### config.mk
export PLATFORM = sky130hd
export DESIGN_NAME = rbsi_merge
export DESIGN_NICKNAME = d
export VERILOG_FILES = /design/src/design/rbsi_pkg.sv /design/src/design/rbsi_merge.sv
export SDC_FILE = /design/constraint.sdc
export NUM_CORES = 1
export LEC_CHECK = 0
export BUFFER_PORTS_ARGS = -buffer_cell sky130_fd_sc_hd__buf_4
export CAP_MARGIN = 20
export CORE_ASPECT_RATIO = 2
export CORE_MARGIN = 8
export CORE_UTILIZATION = 50
export CTS_CLUSTER_DIAMETER = 80
export DETAILED_ROUTE_END_ITERATION = 10
export HOLD_SLACK_MARGIN = 0.12
export PLACE_DENSITY = 0.74
export SYNTH_ARGS = -nofsm -noshare
export SYNTH_HDL_FRONTEND = slang
export SYNTH_SLANG_ARGS = --single-unit
### constraint.sdc
create_clock -name clk -period 4.7 [get_ports clk]
set_clock_uncertainty 0.2 [all_clocks]
set_input_delay 0.235 -clock clk [delete_from_list [all_inputs] [get_ports clk]]
set_output_delay 0.235 -clock clk [all_outputs]
set_load 0.05 [all_outputs]
### src/design/rbsi_pkg.sv
`timescale 1ns / 1ps
// ----------------------------------------------------------------------------
// rbsi_pkg
// Shared types and constants of the ray / box slab intersection unit.
// ----------------------------------------------------------------------------
package rbsi_pkg;

	localparam int FRAC_BITS = 16;
	localparam int QBITS     = 31;

	// 2^(2*FRAC_BITS): numerator of the reciprocal
	localparam logic [63:0] ONE2    = 64'd1 << (2 * FRAC_BITS);
	// any |d| at or below this gives a reciprocal that saturates
	localparam logic [31:0] SAT_LIM = 32'(ONE2 >> QBITS);

	localparam logic signed [31:0] T_MAX = 32'sh7FFF_FFFF;
	localparam logic signed [31:0] T_MIN = 32'sh8000_0000;

	localparam int LANE_LAT  = 1 + QBITS + 3;
	localparam int MERGE_LAT = 2;
	localparam int LAT       = LANE_LAT + MERGE_LAT;

	typedef struct packed {
		logic signed [31:0] origin_x;
		logic signed [31:0] origin_y;
		logic signed [31:0] origin_z;
		logic signed [31:0] dir_x;
		logic signed [31:0] dir_y;
		logic signed [31:0] dir_z;
		logic signed [31:0] box_min_x;
		logic signed [31:0] box_min_y;
		logic signed [31:0] box_min_z;
		logic signed [31:0] box_max_x;
		logic signed [31:0] box_max_y;
		logic signed [31:0] box_max_z;
	} req_t;

	typedef struct packed {
		logic               hit;
		logic signed [31:0] t_near;
		logic signed [31:0] t_far;
	} res_t;

	typedef struct packed {
		logic signed [31:0] lo;
		logic signed [31:0] hi;
	} span_t;

	typedef struct packed {
		logic        neg;
		logic [32:0] mag;
	} smag_t;

endpackage

### src/design/rbsi_merge.sv
`timescale 1ns / 1ps
// ----------------------------------------------------------------------------
// rbsi_merge
// Narrow the x interval by y, then by z; zero both distances on a miss.
// ----------------------------------------------------------------------------
module rbsi_merge (
	input  logic            clk,
	input  rbsi_pkg::span_t x,
	input  rbsi_pkg::span_t y,
	input  rbsi_pkg::span_t z,
	output rbsi_pkg::res_t  res
);
	import rbsi_pkg::*;

	span_t run_s1, z_s1;
	logic  miss_s1;
	logic  miss2;

	always_ff @(posedge clk) begin
		miss_s1   <= (y.lo > x.hi) || (x.lo > y.hi);
		run_s1.lo <= (y.lo > x.lo) ? y.lo : x.lo;
		run_s1.hi <= (y.hi < x.hi) ? y.hi : x.hi;
		z_s1      <= z;
	end

	assign miss2 = miss_s1 || (z_s1.lo > run_s1.hi) || (run_s1.lo > z_s1.hi);

	always_ff @(posedge clk) begin
		res.hit <= !miss2;
		if (miss2) begin
			res.t_near <= '0;
			res.t_far  <= '0;
		end else begin
			res.t_near <= (z_s1.lo > run_s1.lo) ? z_s1.lo : run_s1.lo;
			res.t_far  <= (z_s1.hi < run_s1.hi) ? z_s1.hi : run_s1.hi;
		end
	end

endmodule

==> results of run 1 <==
## cells in the mapped netlist, types with 3 or more instances
master,number,area [sq um]
mux2i_1,64,640.6
o21ai_0,27,135.1
buf_6,3,33.78
nand2b_1,4,25.02
inv_1,200,750.7
a21o_1,41,307.8
a21oi_1,91,455.4
nand4_1,44,275.3
o211ai_1,10,75.07
nor2_1,112,420.4
a2111oi_4,16,440.4
ha_1,254,3178
a211oi_1,4,30.03
a221o_1,3,30.03
a221oi_1,4,35.03
nor4_1,5,31.28
a2111oi_0,3,26.28
dfxtp_1,194,3884
buf_2,18,90.09
nand3_1,16,80.08
o22ai_1,31,193.9
a2111oi_2,15,225.2
nand2_1,52,195.2
and4_1,6,52.55
nor3_1,8,40.04
mux2_2,3,33.78
mux2_1,30,337.8
a21boi_0,4,30.03
nor2b_1,10,62.56
o21ai_1,3,15.01
o21a_1,6,45.04
clkbuf_1,9,33.78
## how the worst max path moves through the flow
stage | start | cells past startpoint | slack [ns] | end
after floorplan | z_s1[2] | 12 | 2.01 | res[46]
after global placement | x[5] | 12 | 1.04 | run_s1[5]
after detailed placement | x[5] | 12 | 0.97 | run_s1[10]
after CTS | x[5] | 14 | 0.36 | run_s1[10]
after global routing | x[5] | 14 | 0.11 | run_s1[4]
final | x[5] | 14 | 0.28 | run_s1[4]
## registers in the layout, indices dropped and copies added, names as in the netlist
signal	cells
res	65
run_s1	64
z_s1	64
miss_s1	1
## report_power, final
| part | switching [mW] | leakage [nW] | internal, mW |
|---|---|---|---|
| combinational | 1.04 | 6.82 | 0.877 |
| sequential | 0.149 | 1.61 | 1.78 |
| clock | 0.684 | 0.295 | 0.758 |
## per-layer routing
metal / track usage (%) / up-vias
li1: - / 5613
met1: 27.90 / 5324
met2: 45.73 / 386
met3: 5.598 / 109
met4: 14.68 / 0
met5: 0 / -
## area by class of cell
class / instances / area share, %
Tap cell: 336 / 2.422
Timing Repair Buffer: 459 / 22.69
Inverter: 201 / 4.346
Antenna cell: 2 / 0.02883
Sequential cell: 194 / 22.37
Clock buffer: 17 / 2.450
Clock inverter: 15 / 0.9802
Multi-Input combinational cell: 900 / 44.71
## worst max-delay path, stage by stage
cell and delay [ns]:
dlygate4sd3_1 0.55, buf_4 0.13, inv_1 0.09, ha_1 0.26
a21oi_1 0.18, nor2_1 0.07, a211oi_1 0.21, o21ai_1 0.13
a211o_1 0.37, a21oi_1 0.38, mux2i_4 0.80, buf_4 0.37
mux2i_1 0.23, dlygate4sd3_1 0.58
## cell usage in the layout, fill, tap and decap left out, types with 30 or more instances in the layout
| cell | count |
|---|---|
| a21oi_1 | 91 |
| dlygate4sd3_1 | 192 |
| o22ai_1 | 31 |
| mux2_1 | 30 |
| dfxtp_1 | 194 |
| mux2i_1 | 63 |
| buf_4 | 266 |
| ha_1 | 254 |
| nand2_1 | 52 |
| nand4_1 | 44 |
| a21o_1 | 41 |
| inv_1 | 199 |
| nor2_1 | 112 |
## logic make-up after synthesis
kind of cell               after synthesis
xor gates and xnor gates                 3
buffers and inverters                  233
DFF                                    194
adders and majority gates              254
AOI/OAI and AO/OA                      277
muxes                                   97
and+or+nand+nor                        269
## repair_timing
item,CTS,global route
resized for setup,0,0
endpoints found under the hold margin,128,0
hold buffers,192,0
## through the flow
stage	worst slack [ns]	power [mW]	util, %	std cells	hold WS, ns
after floorplan	2.011	3.101	-	1327	0.06272
after global placement	1.040	3.600	59.76	1898	0.1404
after detailed placement	0.9651	3.658	59.76	1898	0.1405
after CTS	0.3587	5.290	69.90	2122	0.1896
after global routing	0.1070	5.590	69.90	2122	0.2130
final	0.2795	5.288	69.92	2124	0.1928
==> flow_summary.json, run 1 <==
{
  "area_delta_synth_final_pct": 38.56,
  "totalWireLength_mm": 38.99,
  "reg2reg_from": "run_s1[63]",
  "synth_edf_count": 0,
  "wl_met3_mm": 2.114,
  "synthMuxAreaShare_pct": 8.079,
  "drive_gt1_share_pct": 19.26,
  "period_minus_slack_ns": 4.421,
  "drt_iter0_markers": 568,
  "clkLatencyLatePin_ns": 0.45,
  "dr_wl_met2_mm": 19.19,
  "synthSimpleGateAreaFrac_pct": 10.23,
  "grt_use_total_pct": 25.91,
  "worstRegToRegCells": 11,
  "cts_setup_buffers": 0,
  "maxSlewViolCount": 0,
  "leakage_nw": 8.728,
  "ir_drop_mv": 0.3134,
  "whs_endpoint": "miss_s1",
  "vias": 11430,
  "ys_ff_latch": 194,
  "post_dp_cell_area_sq_um": 14840,
  "clock-sinks": 194,
  "drcViolationCount": 0,
  "status": "finished clean",
  "r2r_end": "res[55]",
  "grt_start_max_net_pins": 48,
  "synth_top_family_by_area": "adder cells",
  "synth_fa_ha_area_share_pct": 25.36,
  "critPathKind": "primary input to flip-flop",
  "dieHeight_um": 239.9,
  "synthesis.nets": 1774,
  "postSynthAreaPerCell_sq_um": 9.442,
  "rsz0062_at_grt": "no",
  "cts-root-buf": "clkbuf_16",
  "synth_area_sq_um": 12530,
  "cts_tree": "yes",
  "hold_violations": 0,
  "final_cell_area_sq_um": 17360,
  "min_path_type": "primary input to flip-flop",
  "gp_congestion": 0.9467,
  "grt-ovfl-total": 0,
  "powerDensity_nw_per_um2": 304.6,
  "hold_path_depth": 5,
  "seqCellArea_sq_um": 3884,
  "max-cap-violations": 0,
  "met1Wirelength_mm": 15.68,
  "wl_per_cell_um": 18.36,
  "nets": 2220,
  "die-area_sq_um": 30690,
  "required_ns": 4.89,
  "crit_path_start_kind": "primary input",
  "grt_pass1_wl_mm": 62.35,
  "crit_fanout": 18,
  "io_pins": 258,
  "fp.coreArea_sq_um": 24830,
  "synthArstFlopShare_pct": 0,
  "reg2reg_slack_ns": 1.09,
  "hpwl_mm": 31.54,
  "port_buffers": 257,
  "ys_seq_area_share_pct": 31.00,
  "routed_via_density": 5.382,
  "multi_input_area_sq_um": 7762,
  "cts_made_buffers": 17,
  "syn_inst": 1327,
  "worstHoldStart": "y[63]",
  "synth_cell_types": 62,
  "start_util_pct": 50.46,
  "finalSetupViolCount": 0,
  "fin_tns_setup_ns": 0,
  "synth-xor-area-share_pct": 0.2696,
  "endpoint_kind": "flip-flop",
  "clk_path_buf_depth": 2,
  "antenna_left": 0,
  "tightest_slew_ns": 0.8554,
  "grt_pass1_vias": 12560,
  "worstPathArrival_ns": 4.61,
  "antenna_found_initial": 0,
  "htree_levels": 4,
  "num_rows": 82,
  "fmax_mhz": 226.2,
  "die_w_um": 127.9,
  "synth-main-ff-cell": "dfxtp_1",
  "synth_compound_area_share_pct": 17.73,
  "period_share_pct": 94.05,
  "clk_pin_slew_ns": 0.07,
  "drtPass1Iterations": 5,
  "synth_warnings": 0,
  "slew_headroom_pct": 41.76,
  "fillCellCount": 1899,
  "top_layer_used": "met4"
}
Power figures use the tool's default switching activity.
==> inputs of run 2 (changes only) <==
--- a/config.mk
+++ b/config.mk
@@ -14,6 +14,7 @@
 export DETAILED_ROUTE_END_ITERATION = 10
 export HOLD_SLACK_MARGIN = 0.12
 export PLACE_DENSITY = 0.74
+export REMOVE_ABC_BUFFERS = 1
 export SYNTH_ARGS = -nofsm -noshare
 export SYNTH_HDL_FRONTEND = slang
 export SYNTH_SLANG_ARGS = --single-unit
==> run 2 against run 1 <==
  * Sequential power barely moved
  * First-iteration DRC count fell by 3.5%
  * Wire length fell by 0.15%
==> flow_summary.json, run 2 (synthesis results as in run 1) <==
{
  "grt_pass1_wl_mm": 62.19,
  "crit_fanout": 15,
  "multi_input_area_sq_um": 7762,
  "diodes": 0,
  "die_w_um": 127.9,
  "slew_headroom_pct": 48.70,
  "min_path_type": "primary input to flip-flop",
  "area_delta_synth_final_pct": 38.62,
  "grt_pass1_vias": 12330,
  "clk_pin_slew_ns": 0.07,
  "post_dp_cell_area_sq_um": 14850,
  "start_util_pct": 50.46,
  "routed_via_density": 5.405,
  "fillCellCount": 1908,
  "status": "finished clean",
  "drive_gt1_share_pct": 19.31,
  "die-area_sq_um": 30690,
  "port_buffers": 257,
  "crit_path_start_kind": "primary input",
  "clkLatencyLatePin_ns": 0.45,
  "tightest_slew_ns": 0.7535,
  "cts-root-buf": "clkbuf_16",
  "num_rows": 82,
  "drcViolationCount": 0,
  "drtPass1Iterations": 5,
  "period_share_pct": 89.86,
  "critPathKind": "primary input to flip-flop",
  "hpwl_mm": 31.50,
  "maxSlewViolCount": 0,
  "top_regs": "res (65), run_s1 (64), z_s1 (64)",
  "grt_start_max_net_pins": 34,
  "grt_use_total_pct": 25.68,
  "nets": 2222,
  "final_cell_area_sq_um": 17370,
  "htree_levels": 4,
  "seqCellArea_sq_um": 3884,
  "vias": 11480,
  "hold_violations": 0,
  "io_pins": 258,
  "leakage_nw": 8.729,
  "required_ns": 4.88,
  "fp.coreArea_sq_um": 24830,
  "clock-sinks": 194,
  "rsz0062_at_grt": "no",
  "top_register": "res",
  "antenna_left": 0,
  "layout_commonest_cell": "buf_4",
  "fin_tns_setup_ns": 0,
  "period_minus_slack_ns": 4.223,
  "layout_common_cells": "268 x buf_4, 254 x ha_1, 199 x inv_1",
  "largest_register_ffs": 65,
  "max-cap-violations": 0,
  "dieHeight_um": 239.9,
  "drt_iter0_markers": 548,
  "antenna_found_initial": 0,
  "worstPathArrival_ns": 4.41,
  "gp_congestion": 0.9444,
  "finalSetupViolCount": 0,
  "grt-ovfl-total": 0,
  "cts_resized": 0,
  "powerDensity_nw_per_um2": 306.4,
  "clk_path_buf_depth": 2,
  "fmax_mhz": 236.8,
  "wl_per_cell_um": 18.34,
  "endpoint_kind": "flip-flop",
  "cts_made_buffers": 17,
  "totalWireLength_mm": 38.93,
  "ir_drop_mv": 0.2894,
  "cts_tree": "yes"
}
-- run 2: cell count changes in the layout (fill, tap and decap cells not counted), moves of 2 or more --
cell,delta
clkinvlp_4,+2
clkinv_4,-3
diode_2,-2
buf_4,+2
inv_6,+2
inv_8,-2
-- run 2: final timing paths --
check	start	endpoint	slack (ns)	cells after the start
max reg2reg	run_s1[63]	res[61]	0.77	11
max	y[5]	run_s1[30]	0.48	13
min	y[62]	miss_s1	0.18	5
min reg2reg	run_s1[5]	res[5]	0.30	2
-- run 2: cell type report --
cell class                 instances  share of cell area (%)
sequential                       194                   22.36
timing repair buffer             461                   22.76
inverter                         201                   4.344
clock inverter                    14                  0.9653
multi-input combinational        900                   44.69
clock buffer                      17                   2.449
tap                              336                   2.421
-- run 2: power by group --
| part | total [mW] | switching, mW | leakage, nW | internal, mW |
|---|---|---|---|---|
| logic | 1.94 | 1.05 | 6.83 | 0.882 |
| clock network | 1.46 | 0.661 | 0.288 | 0.798 |
| registers | 1.93 | 0.142 | 1.61 | 1.78 |
-- run 2: stage by stage --
step / hold WS, ns / utilization (%) / cells / total power, mW / setup WS (ns)
floorplan: 0.06272 / - / 1295 / 3.086 / 0.1133
global placement: 0.1397 / 59.82 / 1900 / 3.621 / 0.8764
detailed placement: 0.1405 / 59.82 / 1900 / 3.676 / 0.8536
CTS: 0.1725 / 69.95 / 2123 / 5.325 / 0.5688
global route: 0.1790 / 69.95 / 2123 / 5.611 / 0.2815
finish: 0.1826 / 69.95 / 2123 / 5.322 / 0.4767
-- run 2: what timing repair did --
item	4_1_cts	5_1_grt
hold endpoints to repair	128	0
hold buffers	192	0
setup buffers	0	0
-- run 2: metal layers --
metal / part of all wire [%] / track usage (%) / up-vias / wire length, um
li1: - / - / 5622 / -
met1: 42 / 29.79 / 5375 / 16250
met2: 49 / 44.44 / 401 / 19050
met3: 5.7 / 5.020 / 77 / 2231
met4: 3.6 / 11.68 / 0 / 1396
met5: 0 / 0 / - / 0
-- run 2: worst max-delay path, cell delays in order --
cell,delay (ns)
dlygate4sd3_1,0.54
buf_4,0.14
ha_1,0.30
a21oi_1,0.16
nor2_1,0.08
a211oi_1,0.22
o21ai_1,0.16
a211o_1,0.37
a21oi_1,0.30
mux2i_4,0.72
buf_4,0.36
mux2i_1,0.23
dlygate4sd3_1,0.57
==> inputs of run 3 (changes only) <==
==> constraint.sdc (replaced) <==
create_clock -name clk -period 4.8 [get_ports clk]
set_clock_uncertainty 0.2 [all_clocks]
set_input_delay 0.24 -clock clk [delete_from_list [all_inputs] [get_ports clk]]
set_output_delay 0.24 -clock clk [all_outputs]
set_load 0.05 [all_outputs]
==> run 3 against run 2 <==
  * Power decreased by 3.7%
  * Clock-buffer cell count increased by 1
  * Sequential cell count unchanged
  * Die area unchanged
  * Global-route usage decreased by 0.58 points
  * Sequential share of layout area about the same
  * First-iteration DRC count increased by 5.3%
  * Critical endpoint is now run_s1[26]
  * Largest cell class unchanged
==> flow_summary.json, run 3 (synthesis results as in run 1) <==
{
  "drive_gt1_share_pct": 19.22,
  "die_w_um": 127.9,
  "cts_tree": "yes",
  "reg2reg_from": "run_s1[59]",
  "crit_path_start_kind": "primary input",
  "fin_tns_setup_ns": 0,
  "top_register": "res",
  "area_delta_synth_final_pct": 38.32,
  "gp_congestion": 0.9460,
  "top_regs": "res (65), run_s1 (64), z_s1 (64)",
  "layout_common_cells": "265 x buf_4, 254 x ha_1, 199 x inv_1",
  "hold_path_depth": 5,
  "grt_use_total_pct": 25.10,
  "grt_start_max_net_pins": 63,
  "powerDensity_nw_per_um2": 295.9,
  "grt-ovfl-total": 0,
  "endpoint_kind": "flip-flop",
  "clkLatencyLatePin_ns": 0.44,
  "ir_drop_mv": 0.2901,
  "cts-root-buf": "clkbuf_16",
  "finalSetupViolCount": 0,
  "diodes": 0,
  "nets": 2220,
  "ctsHoldBuffers": 192,
  "fin_util_pct": 69.80,
  "dpl.cell_count": 1897,
  "crit_start": "x[5]",
  "die-area_sq_um": 30690,
  "antenna_found_initial": 0,
  "drt_iter0_markers": 577,
  "grt_pass1_vias": 12340,
  "grt_pass1_wl_mm": 61.17,
  "finalPower_mw": 5.127,
  "fp.coreArea_sq_um": 24830,
  "antenna_left": 0,
  "cts_resized": 0,
  "io_pins": 258,
  "leakage_nw": 8.711,
  "slew_headroom_pct": 28.75,
  "hold_violations": 0,
  "worstRegToRegCells": 11,
  "status": "finished clean",
  "fillCellCount": 1944,
  "largest_register_ffs": 65,
  "period_minus_slack_ns": 4.243,
  "htree_levels": 4,
  "period_share_pct": 88.40,
  "hpwl_mm": 30.87,
  "pre_cts_ws_ns": 0.9590,
  "dieHeight_um": 239.9,
  "fmax_mhz": 235.7,
  "fin_cells": 2121,
  "clock-sinks": 194,
  "drcViolationCount": 0,
  "max-cap-violations": 0,
  "min_path_type": "primary input to flip-flop",
  "drtPass1Iterations": 5,
  "clk_path_buf_depth": 2,
  "cts_made_buffers": 17,
  "clk_pin_slew_ns": 0.07,
  "wl_per_cell_um": 18.00,
  "worstHoldStart": "y[62]",
  "port_buffers": 257,
  "setup_ws_ns": 0.5567,
  "rsz0062_at_grt": "no",
  "maxSlewViolCount": 0,
  "layout_commonest_cell": "buf_4",
  "start_util_pct": 50.46,
  "cts_setup_buffers": 0,
  "tightest_slew_ns": 1.042,
  "crit_fanout": 15,
  "vias": 11400,
  "totalWireLength_mm": 38.19,
  "routed_via_density": 5.376,
  "required_ns": 4.98,
  "worstPathArrival_ns": 4.43,
  "num_rows": 82,
  "critPathKind": "primary input to flip-flop"
}
run 3: cell types whose count changed in the layout (fill, tap and decap cells not counted), sizes merged:
cell    change
clkinv      +1
clkbuf      +1
bufinv      -1
inv         -1
buf         -2
run 3: layout make-up:
class,count,area [sq um],area share [%]
inverter,201,754.5,4.353
timing repair buffer,459,3946,22.77
clock inverter,13,123.9,0.7147
sequential,194,3884,22.41
clock buffer,18,439.2,2.534
multi-input combinational,900,7762,44.79
tap,336,420.4,2.426
run 3: path summary, 6_finish.rpt:
path	end	slack [ns]
worst min register to register	res[17]	0.33
worst max register to register	res[60]	1.21
worst min-delay path	miss_s1	0.20
worst max-delay path	run_s1[26]	0.56
run 3: worst max-delay path: stages:
cell           delay (ns)
dlygate4sd3_1        0.56
buf_4                0.14
inv_1                0.09
ha_1                 0.25
a21oi_1              0.15
nor2_1               0.06
a211oi_1             0.20
o21ai_1              0.16
a211o_1              0.38
a21oi_1              0.30
mux2i_4              0.70
buf_4                0.37
mux2i_1              0.23
dlygate4sd3_1        0.57
run 3: metal layers:
metal | GRT usage [%] | routed length [um] | vias to the layer above
met5 | 0 | 0 | -
met4 | 11.75 | 1331 | 0
met3 | 4.709 | 1855 | 80
met2 | 43.75 | 18610 | 364
met1 | 28.86 | 16390 | 5344
li1 | - | - | 5615
run 3: stage by stage:
stage               hold WS [ns]  instance area (sq um)
finish                    0.1991                  17330
global route              0.2031                  17330
CTS                       0.1794                  17320
detailed placement        0.1457                  14830
global placement          0.1451                  14830
floorplan                0.06772                  12360
run 3: where the power goes:
group          internal [mW]  leakage, nW  switching [mW]
logic                  0.861         6.82            1.02
clock network          0.734        0.276           0.619
registers               1.75         1.61           0.144
